[src/rtl/fpau_pkg.sv]
`timescale 1ns / 1ps

package fpau_pkg;

  localparam int DATA_W   = 32;
  localparam int NUM_W    = 2 * DATA_W;
  localparam int DIV_STEPS = NUM_W;

  localparam logic [1:0] CMD_ADD = 2'd0;
  localparam logic [1:0] CMD_SUB = 2'd1;
  localparam logic [1:0] CMD_MUL = 2'd2;
  localparam logic [1:0] CMD_DIV = 2'd3;

  localparam logic [1:0] RND_ZERO  = 2'd0;
  localparam logic [1:0] RND_EVEN  = 2'd1;
  localparam logic [1:0] RND_UP    = 2'd2;
  localparam logic [1:0] RND_DOWN  = 2'd3;

  localparam logic [1:0] REG_INT_BITS      = 2'd0;
  localparam logic [1:0] REG_FRAC_BITS     = 2'd1;
  localparam logic [1:0] REG_ROUNDING_MODE = 2'd2;

  typedef enum logic [1:0] {
    PATH_DIRECT,
    PATH_MUL,
    PATH_DIV
  } path_t;

  typedef struct packed {
    path_t              path;
    logic               flag;
    logic               neg;
    logic [1:0]         mode;
    logic [5:0]         f;
    logic [DATA_W-1:0]  mask;
    logic [DATA_W-1:0]  res_d;
    logic [NUM_W-1:0]   n;
    logic [DATA_W-1:0]  r;
    logic [DATA_W-1:0]  q;
    logic [DATA_W-1:0]  mb;
  } stage_t;

endpackage

[src/rtl/fpau_div_step.sv]
`timescale 1ns / 1ps

module fpau_div_step (
  input  logic            clk,
  input  logic            rst,
  input  logic            adv,
  input  logic            in_valid,
  input  fpau_pkg::stage_t in_stage,
  output logic            out_valid,
  output fpau_pkg::stage_t out_stage
);
  import fpau_pkg::*;

  logic [DATA_W:0] r2;
  logic            take;
  stage_t          stage_next;

  // one restoring quotient bit per stage; other paths pass through
  always_comb begin
    stage_next = in_stage;
    r2   = {in_stage.r, in_stage.n[NUM_W-1]};
    take = (r2 >= {1'b0, in_stage.mb});
    if (in_stage.path == PATH_DIV) begin
      stage_next.r = take ? DATA_W'(r2 - {1'b0, in_stage.mb}) : r2[DATA_W-1:0];
      stage_next.n = {in_stage.n[NUM_W-2:0], 1'b0};
      stage_next.q = {in_stage.q[DATA_W-2:0], take};
    end
  end

  always_ff @(posedge clk) begin
    if (rst) begin
      out_valid <= 1'b0;
    end else if (adv) begin
      out_valid <= in_valid;
    end
  end

  always_ff @(posedge clk) begin
    if (adv) begin
      out_stage <= stage_next;
    end
  end

endmodule

[config.mk]
export PLATFORM = sky130hd
export DESIGN_NAME = fpau_div_step
export DESIGN_NICKNAME = d
export VERILOG_FILES = /design/src/rtl/fpau_pkg.sv /design/src/rtl/fpau_div_step.sv
export SDC_FILE = /design/constraint.sdc
export NUM_CORES = 1
export LEC_CHECK = 0
export BUFFER_PORTS_ARGS = -buffer_cell sky130_fd_sc_hd__buf_2
export CORE_MARGIN = 2
export CORE_UTILIZATION = 30
export DETAILED_ROUTE_END_ITERATION = 10
export HOLD_SLACK_MARGIN = 0.08
export PLACE_DENSITY = 0.58
export REMOVE_ABC_BUFFERS = 1
export SLEW_MARGIN = 5
export SYNTH_ARGS = -nofsm -noshare
export SYNTH_HDL_FRONTEND = slang
export SYNTH_SLANG_ARGS = --single-unit
[constraint.sdc]
create_clock -name clk -period 8 [get_ports clk]
set_input_delay 1.6 -clock clk [delete_from_list [all_inputs] [get_ports clk]]
set_output_delay 1.6 -clock clk [all_outputs]
set_load 0.01 [all_outputs]
=== Word-level counts from Yosys, hierarchy flattened ===
Index checks and enable logic that the tools add are counted.

* Register bits after elaboration: 237
* Output and inout port bits: 237
* Word-level logic and storage cells: 18

* Add/subtract/negate cells: 1
* Muxes and demuxes: 2
* Equal/unequal tests: 1
* Order comparisons: 1

{| class="wikitable"
|+ Operators by type and width
! kind !! number
|-
| 128-bit two-way mux || 1
|-
| 33-bit by 32-bit greater-or-equal comparator with 1-bit output || 1
|-
| 32-bit two-way mux || 1
|-
| 32-bit subtractor || 1
|-
| 2-bit equality test, second input constant || 1
|}

=== Depth between registers and ports, before layout ===
Gate-level depths: netlist of run 1.

* Depth after elaboration: 3
* Mapped depth: 15

=== Least setup slack after synthesis of run 1 ===
OpenSTA, ideal clock, no wires.

* Path type: in2reg
* Start: input port in_stage[159] (netlist name)
* End: register out_stage[94] (netlist name) (data pin)
* Stages: 14
* Setup time: 0.262 ns
* Path slack: 3.539 ns
* Arrival: 4.199 ns
* Cells stage by stage: inv_1 -> ha_1 -> inv_1 -> fa_1 -> a21oi_1 -> o221ai_1 -> a22o_1 -> a41oi_2 -> nor3_1 -> a2111oi_1 -> o221ai_1 -> o21ai_0 -> xor2_1 -> o21ai_0

{| class="wikitable"
|+ RTL lines
! element !! RTL line !! source
|-
| from (decl) || fpau_div_step.sv:8 || <nowiki>input fpau_pkg::stage_t in_stage,</nowiki>
|-
| to (signal assigned) || fpau_div_step.sv:40 || <nowiki>out_stage <= stage_next;</nowiki>
|-
| to (decl) || fpau_div_step.sv:10 || <nowiki>output fpau_pkg::stage_t out_stage</nowiki>
|}

==> results of run 1 <==
==> layout by cell type, fill, tap and decap left out, types with 5 or more instances in the layout <==
| cell type | n |
|---|---|
| nor3_1 | 6 |
| clkbuf_16 | 28 |
| a21oi_1 | 50 |
| nor2_1 | 34 |
| mux2i_1 | 5 |
| xnor2_1 | 12 |
| nand3_1 | 12 |
| o21ai_0 | 36 |
| ha_1 | 32 |
| o21a_1 | 6 |
| buf_2 | 475 |
| clkinv_1 | 6 |
| edfxtp_1 | 236 |
| xor2_1 | 9 |
| inv_1 | 42 |
| o21ai_1 | 9 |
| nand2_1 | 328 |
| a21o_1 | 14 |
==> power by group <==
part | switching [W] | leakage (nW) | total [W] | internal, W
Combinational | 0.000318 | 3.90 | 0.000527 | 0.000209
Clock | 0.000513 | 0.442 | 0.00125 | 0.000740
Sequential | 0.0000294 | 2.31 | 0.00153 | 0.00150
Total | 0.000860 | 6.66 | 0.00331 | 0.00245
==> kinds of logic after synthesis <==
| logic type | count (synthesis) |
|---|---|
| and+or+nand+nor | 406 |
| DFF | 237 |
| AOI/OAI and AO/OA | 155 |
| buffers and inverters | 81 |
| adders and majority gates | 33 |
| xor gates and xnor gates | 21 |
| muxes | 5 |
==> state kept, by name, summed over array words and instances (netlist names) <==
signal / count
out_stage: 236
out_valid: 1
==> final cells by class <==
class / instances / area, um2 / share of cell area
Multi-Input combinational cell: 620 / 3260 / 0.226
Tap cell: 461 / 577 / 0.0399
Inverter: 42 / 158 / 0.0109
Antenna cell: 3 / 7.51 / 0.000519
Timing Repair Buffer: 479 / 2430 / 0.168
Sequential cell: 237 / 7110 / 0.492
Clock buffer: 35 / 767 / 0.0531
Clock inverter: 15 / 148 / 0.0102
==> critical path: stages <==
cell      delay, ps
buf_2            90
inv_1            60
ha_1            300
nor2b_1         150
o31a_1          290
o31a_1          290
o41a_1          420
a41o_1          290
a221oi_2        310
o21a_2          890
nor2_1          130
a21oi_1         160
o21ai_0         110
==> per-stage QoR <==
stage	utilization	hold WS [ps]	area [um2]	setup slack, ps	instances
final	0.409	490	14500	3140	1892
after global placement	0.383	468	13500	2600	1839
after detailed placement	0.383	482	13500	2480	1839
after floorplan	-	528	10500	2110	899
after CTS	0.409	497	14400	3090	1889
after global routing	0.409	546	14400	2870	1889
==> cells in the mapped netlist (all sizes together), types with 3 or more instances <==
master	count	area [um2]
nor3	6	30.0
a22oi	3	22.5
edfxtp	236	7090
xnor2	12	105
clkbuf	29	109
a21o	14	105
o21bai	4	30.0
buf	10	68.8
nor4	4	25.0
inv	42	158
ha	32	400
o31a	3	26.3
and2	3	20.0
xor2	9	78.8
nand2b	5	31.3
and3	4	25.0
o21ai	45	225
o21a	7	52.6
a211o	3	26.3
nand3	12	60.1
a31oi	4	25.0
a21oi	50	250
nor2	34	128
mux2i	5	50.1
nand2	328	1230
nor2b	5	31.3
==> path summary, 6_finish.rpt <==
path                                  start       endpoint  cells past startpoint  slack [ps]
worst max-delay path            in_stage[1]  out_stage[91]                     13        3140
worst min-delay path              out_valid      out_valid                      2         490
worst max register to register    out_valid      out_valid                      2        7420
worst min register to register    out_valid      out_valid                      2         490
==> per-layer routing <==
layer	wire (um)	track usage	up-vias	part of all wire
li1	-	-	4234	-
met1	12100	0.181	4021	0.36
met2	17200	0.310	335	0.51
met3	3120	0.0564	82	0.092
met4	1390	0.0678	16	0.041
met5	118	0	-	0.0035
==> results.cfg, run 1 <==
[floorplanning]
die_h_um = 193
coreArea_mm2 = 0.0353
pin_count = 477
initial_core_util = 0.303
die_x_um = 193
rows = 69
die_area_mm2 = 0.0372

[synth]
synth.distinct_cells = 56
postSynthCellCount = 938
synth_compound_area_frac = 0.0910
synth_top_family_by_area = simple AND/OR/NAND/NOR gates
yosys.area_share.adder = 0.0393
synth_area_mm2 = 0.0107
synth_edf_count = 236
synth_mux_area_frac = 0.00468
synth_flop_cell = edfxtp_1
ys_seq_area_frac = 0.665
ys_warn_count = 0
async_flop_share = 0
syn_avg_cell_area_um2 = 11.4
synth_seq_cells = 237
synthXorXnorAreaFrac = 0.0172
synthSimpleGateAreaFrac = 0.151

[detailed_routing]
vias_per_cell = 4.59
ant_nets = 0
dr.pass1.iters = 5
finalWirelength_mm = 33.9
vias = 8688
drt_iter0_drc = 344
wl_per_cell_um = 17.9
drc = 0

[clock_network]
cts-buffers-inserted = 28
clock-sinks = 237
cts_tree = yes
cts_buffer_depth = 3
cts_resized = 0
clock-root-buffer = clkbuf_16
htreeDepth = 1
clk_latency_ps = 560
clk_pin_slew_ps = 60
hold_buffers = 0
postCtsSetupRepairBufs = 0

[worst_setup_path]
worstSetupPathType = primary input to flip-flop
startpoint_type = primary input
endpoint_kind = flip-flop
critPathRequiredTime_ps = 8260
worstPathArrival_ps = 5120
worst-path-max-fanout = 53

[global_routing]
grt_max_degree = 141
grt_overflow = 0
grt_pass1_vias = 8451
grtUsageTotal = 0.170
antenna_found_initial = 11
grt_first_pass_wirelength_mm = 48.1

[cells_and_area]
area_growth_pct = 35.2
fin_nets = 1681
nFillCells = 3545
drive_gt1_frac = 0.369

[job]
cap_violations = 0

[pwr]
total_power_w = 0.00331
power.density_mw_per_mm2 = 229
ir_drop_mv = 0.194
p_leak_nw = 6.66

[sta]
finalCriticalPeriod_ps = 4860
rsz0062_at_grt = no
fin_crit_sh = 0.608
tns_ps = 0
fin_worst_skew_ps = 0
worst_slew_pin_slew_ps = 1100
fmax_ghz = 0.206
hold_viol_final = 0
setup_viol = 0
finalMaxSlewViolations = 0
maxSlewHeadroom = 0.266

[placement]
gp_congestion = 0.958
dp.final_hpwl_mm = 25.9
io_buffers = 476

[run_status]
status = completed

[worst_hold_path]
worstHoldPathType = flip-flop to flip-flop
Power figures use the tool's default switching activity.
==> inputs of run 2 (changes only) <==
==> constraint.sdc (replaced) <==
create_clock -name clk -period 4.6 [get_ports clk]
set_input_delay 0.92 -clock clk [delete_from_list [all_inputs] [get_ports clk]]
set_output_delay 0.92 -clock clk [all_outputs]
set_load 0.01 [all_outputs]
==> run 2 against run 1 <==
  * Utilization up 0.47 points
  * Wire length up 2.2%
  * Worst hold slack worse by 2.0 ps
  * Clock-buffer cell count up 2
  * Clock power up 87%
  * Flip-flop and latch count unchanged
  * Cell area up 1.1%
  * Clock skew unchanged
  * Setup slack worse by 2300 ps
  * Non-clock buffer count up 8
  * First-iteration DRC count up 53%
  * Largest cell class unchanged
  * Highest routed layer unchanged
==> results.cfg, run 2 (same netlist as run 1, synthesis figures left out) <==
[pwr]
power.density_mw_per_mm2 = 406
p_sw_frac = 0.253
seqPwrFrac = 0.447
power_switching_w = 0.00150
internal-power_w = 0.00444
power_frac_clock = 0.395
total_power_w = 0.00594
ir_drop_mv = 0.293
combPwrFrac = 0.158
p_leak_nw = 6.74

[clock_network]
clk_latency_ps = 530
clock-root-buffer = clkbuf_16
cts_tree = yes
cts_resized = 0
clock-sinks = 237
cts_buffer_depth = 3
clk_pin_slew_ps = 60
cts-buffers-inserted = 28
postCtsSetupRepairBufs = 0
hold_buffers = 0
htreeDepth = 1

[job]
cap_violations = 0

[sta]
finalWorstSetupSlack_ps = 789
holdWs_ps = 488
finalCriticalPeriod_ps = 3810
finalMaxSlewViolations = 0
fin_crit_sh = 0.828
fmax_ghz = 0.262
hold_viol_final = 0
tns_ps = 0
worst_slew_pin_slew_ps = 1100
fin_worst_skew_ps = 0
maxSlewHeadroom = 0.266
setup_viol = 0
rsz0062_at_grt = no

[cells_and_area]
drive_gt1_frac = 0.373
area_growth_pct = 36.8
final_common_cell = buf_2
regMostFlops = out_stage
largest_register_ffs = 236
final_cell_mix = buf_2 (475), nand2_1 (328), edfxtp_1 (236)
top_regs = out_stage (236), out_valid (1)
regArea_mm2 = 0.00711
fin_nets = 1689
nFillCells = 3468
multi_input_comb_area_mm2 = 0.00326
final_core_util = 0.414

[global_routing]
grt_overflow = 0
grt_max_degree = 111
grt_pass1_vias = 8464
grt_first_pass_wirelength_mm = 48.7
grtUsageTotal = 0.172
antenna_found_initial = 7

[worst_setup_path]
critPathRequiredTime_ps = 4860
endpoint_kind = flip-flop
cp_slowest_cell = a2111oi_1
startpoint_type = primary input
path_cells = buf_2, inv_1, ha_1, inv_1, fa_1, a21oi_1, o221ai_1, a22o_1, a41oi_2, nor3_1, a2111oi_1, buf_4, xor2_1, nor2_1, a21oi_1, o21ai_0
worstPathArrival_ps = 4070
worst-path-max-fanout = 4
worst_path_largest_cell_delay_ps = 470
worstSetupPathType = primary input to flip-flop

[detailed_routing]
wl_per_cell_um = 18.2
dr.pass1.iters = 5
drt_iter0_drc = 525
ant_nets = 0
drc = 0
finalWirelength_mm = 34.6
vias = 8835
vias_per_cell = 4.64

[floorplanning]
die_h_um = 193
rows = 69
coreArea_mm2 = 0.0353
pin_count = 477
die_area_mm2 = 0.0372
die_x_um = 193
initial_core_util = 0.303

[placement]
dp.final_hpwl_mm = 26.3
io_buffers = 476
gp_congestion = 0.956
dp_slack_ps = 187

[run_status]
status = completed

[worst_hold_path]
worstHoldPathType = flip-flop to flip-flop
[run 2: final timing paths]
check	endpoint	slack [ps]	from	depth (start not counted)
max	out_stage[90]	790	in_stage[159]	16
min	out_valid	490	out_valid	2
max reg2reg	out_valid	4020	out_valid	2
min reg2reg	out_valid	490	out_valid	2
[run 2: area by class of cell]
type	instances	area share
sequential	237	0.486
multi-input combinational	620	0.223
timing repair buffer	487	0.173
clock buffer	37	0.0531
tap	461	0.0395
clock inverter	15	0.0140
inverter	42	0.0108
antenna	4	0.000685
[run 2: power by group through the flow]
stage / logic (W) / clock network, W / registers [W]
after detailed placement: 0.000944 / 0 / 0.00270
after floorplan: 0.000354 / 0 / 0.00280
after global routing: 0.00104 / 0.00249 / 0.00267
after CTS: 0.000947 / 0.00242 / 0.00265
final: 0.000938 / 0.00234 / 0.00265
after global placement: 0.000935 / 0 / 0.00269
[run 2: metal layers]
metal,GRT usage,vias up,wire (um)
met5,0,-,46
met2,0.297,373,17000
met1,0.194,4111,12900
met3,0.0489,78,3130
li1,-,4265,-
met4,0.0860,8,1610
[run 2: critical path, delay by kind of cell]
family,cells,cell delay (ps)
AO/OA/AOI/OAI,7,1820
buffers and inverters,4,430
XOR/XNOR,1,160
AND/OR/NAND/NOR,2,160
adder cells (fa/ha/maj),2,570
[run 2: per-stage QoR]
step           instance area [um2]  instances
2_1_floorplan                10500        899
3_3_place_gp                 13600       1847
3_5_place_dp                 13600       1847
4_1_cts                      14600       1899
5_1_grt                      14600       1901
6_report                     14600       1903
==> inputs of run 3 (changes only) <==
==> constraint.sdc (replaced) <==
create_clock -name clk -period 3.9 [get_ports clk]
set_input_delay 0.78 -clock clk [delete_from_list [all_inputs] [get_ports clk]]
set_output_delay 0.78 -clock clk [all_outputs]
set_load 0.01 [all_outputs]
==> run 3 against run 2 <==
  * Non-clock buffer count grew 16
  * Setup slack worse by 250 ps
  * Via count is 0.44% lower
  * Worst hold slack worse by 120 ps
  * Utilization hardly changed
  * Power increased by 13%
  * Wire length shrank 0.45%
  * Final cell count up 0.74%
==> results.cfg, run 3 (same netlist as run 1, synthesis figures left out) <==
[worst_setup_path]
endpoint_kind = flip-flop
critPathRequiredTime_ps = 4200
worstSetupPathType = primary input to flip-flop
worst-path-max-fanout = 2
startpoint_type = primary input
worstPathArrival_ps = 3660

[cells_and_area]
final_core_util = 0.414
regArea_mm2 = 0.00711
top_regs = out_stage (236), out_valid (1)
final_cell_mix = buf_2 (475), nand2_1 (328), edfxtp_1 (236)
nFillCells = 3470
largest_register_ffs = 236
area_growth_pct = 36.8
regMostFlops = out_stage
final_common_cell = buf_2
fin_nets = 1704
drive_gt1_frac = 0.379
final_cells = 1917
multi_input_comb_area_mm2 = 0.00326

[clock_network]
cts_tree = yes
clk_pin_slew_ps = 60
cts_resized = 0
hold_buffers = 0
cts_buffer_depth = 3
clock-root-buffer = clkbuf_16
cts-buffers-inserted = 27
postCtsSetupRepairBufs = 0
clk_latency_ps = 560
htreeDepth = 1
clock-sinks = 237

[pwr]
total_power_w = 0.00671
power.density_mw_per_mm2 = 459
p_leak_nw = 6.77
ir_drop_mv = 0.311

[placement]
io_buffers = 476
dp.cells = 1863
dp.final_hpwl_mm = 26.8
gp_congestion = 0.924

[detailed_routing]
ant_nets = 0
finalWirelength_mm = 34.5
drc = 0
vias_per_cell = 4.59
vias = 8796
wl_per_cell_um = 18.0
dr.pass1.iters = 5
drt_iter0_drc = 453

[global_routing]
grtUsageTotal = 0.173
grt_overflow = 0
antenna_found_initial = 6
grt_max_degree = 88
grt_pass1_vias = 8544
grt_first_pass_wirelength_mm = 48.9

[floorplanning]
initial_core_util = 0.303
pin_count = 477
rows = 69
die_h_um = 193
die_area_mm2 = 0.0372
die_x_um = 193
coreArea_mm2 = 0.0353

[sta]
rsz0062_at_grt = no
maxSlewHeadroom = 0.537
fin_crit_sh = 0.861
worst_slew_pin_slew_ps = 695
setup_viol = 0
finalMaxSlewViolations = 0
fin_worst_skew_ps = 0
finalCriticalPeriod_ps = 3360
fmax_ghz = 0.298
holdWs_ps = 370
hold_viol_final = 0
tns_ps = 0

[worst_hold_path]
worstHoldPathType = primary input to flip-flop

[job]
cap_violations = 0

[run_status]
status = completed
[run 3: cell type report]
cell class | instances | share of cell area
diodes | 5 | 0.000856
clock buffers | 28 | 0.0465
clock inverters | 21 | 0.0118
inverters | 42 | 0.0108
multi-input cells | 620 | 0.223
flip-flops and latches | 237 | 0.486
well taps | 461 | 0.0394
repair buffers | 503 | 0.182
[run 3: report_power, final]
group	switching (W)	internal [W]	total [W]
clock	0.00106	0.00140	0.00246
combinational	0.000663	0.000460	0.00112
sequential	0.0000608	0.00307	0.00313
[run 3: path summary, 6_finish.rpt]
path | start | to | slack (ps) | depth (start not counted)
setup / recovery | in_stage[159] | out_stage[94] | 540 | 17
hold / removal | rst | out_valid | 370 | 2
hold reg to reg | out_valid | out_valid | 490 | 2
setup reg to reg | out_valid | out_valid | 3330 | 2
[run 3: metrics by stage]
step                      setup slack, ps  instance area [um2]
after global routing                  352                14600
after detailed placement            -32.3                13800
final                                 541                14600
after CTS                             556                14600
after floorplan                     -1170                10500
after global placement              -57.8                13800
[run 3: per-layer routing]
layer  vias up  share of wire  global-route usage  wire (um)
met1      4097           0.37               0.191      12700
met3        57          0.091              0.0531       3150
met4         6          0.032              0.0619       1100
li1       4293              -                   -          -
met2       343           0.51               0.311      17500
met5         -         0.0012                   0         41
[run 3: worst max-delay path, stage by stage]
cell	delay, ps
buf_2	110
inv_1	60
ha_1	160
inv_1	50
fa_1	410
a21oi_1	160
buf_4	140
o221ai_1	130
a22o_1	230
a41oi_2	240
nor3_1	80
a2111oi_1	420
buf_4	190
o221ai_1	120
o21ai_0	120
xor2_1	150
o21ai_0	110
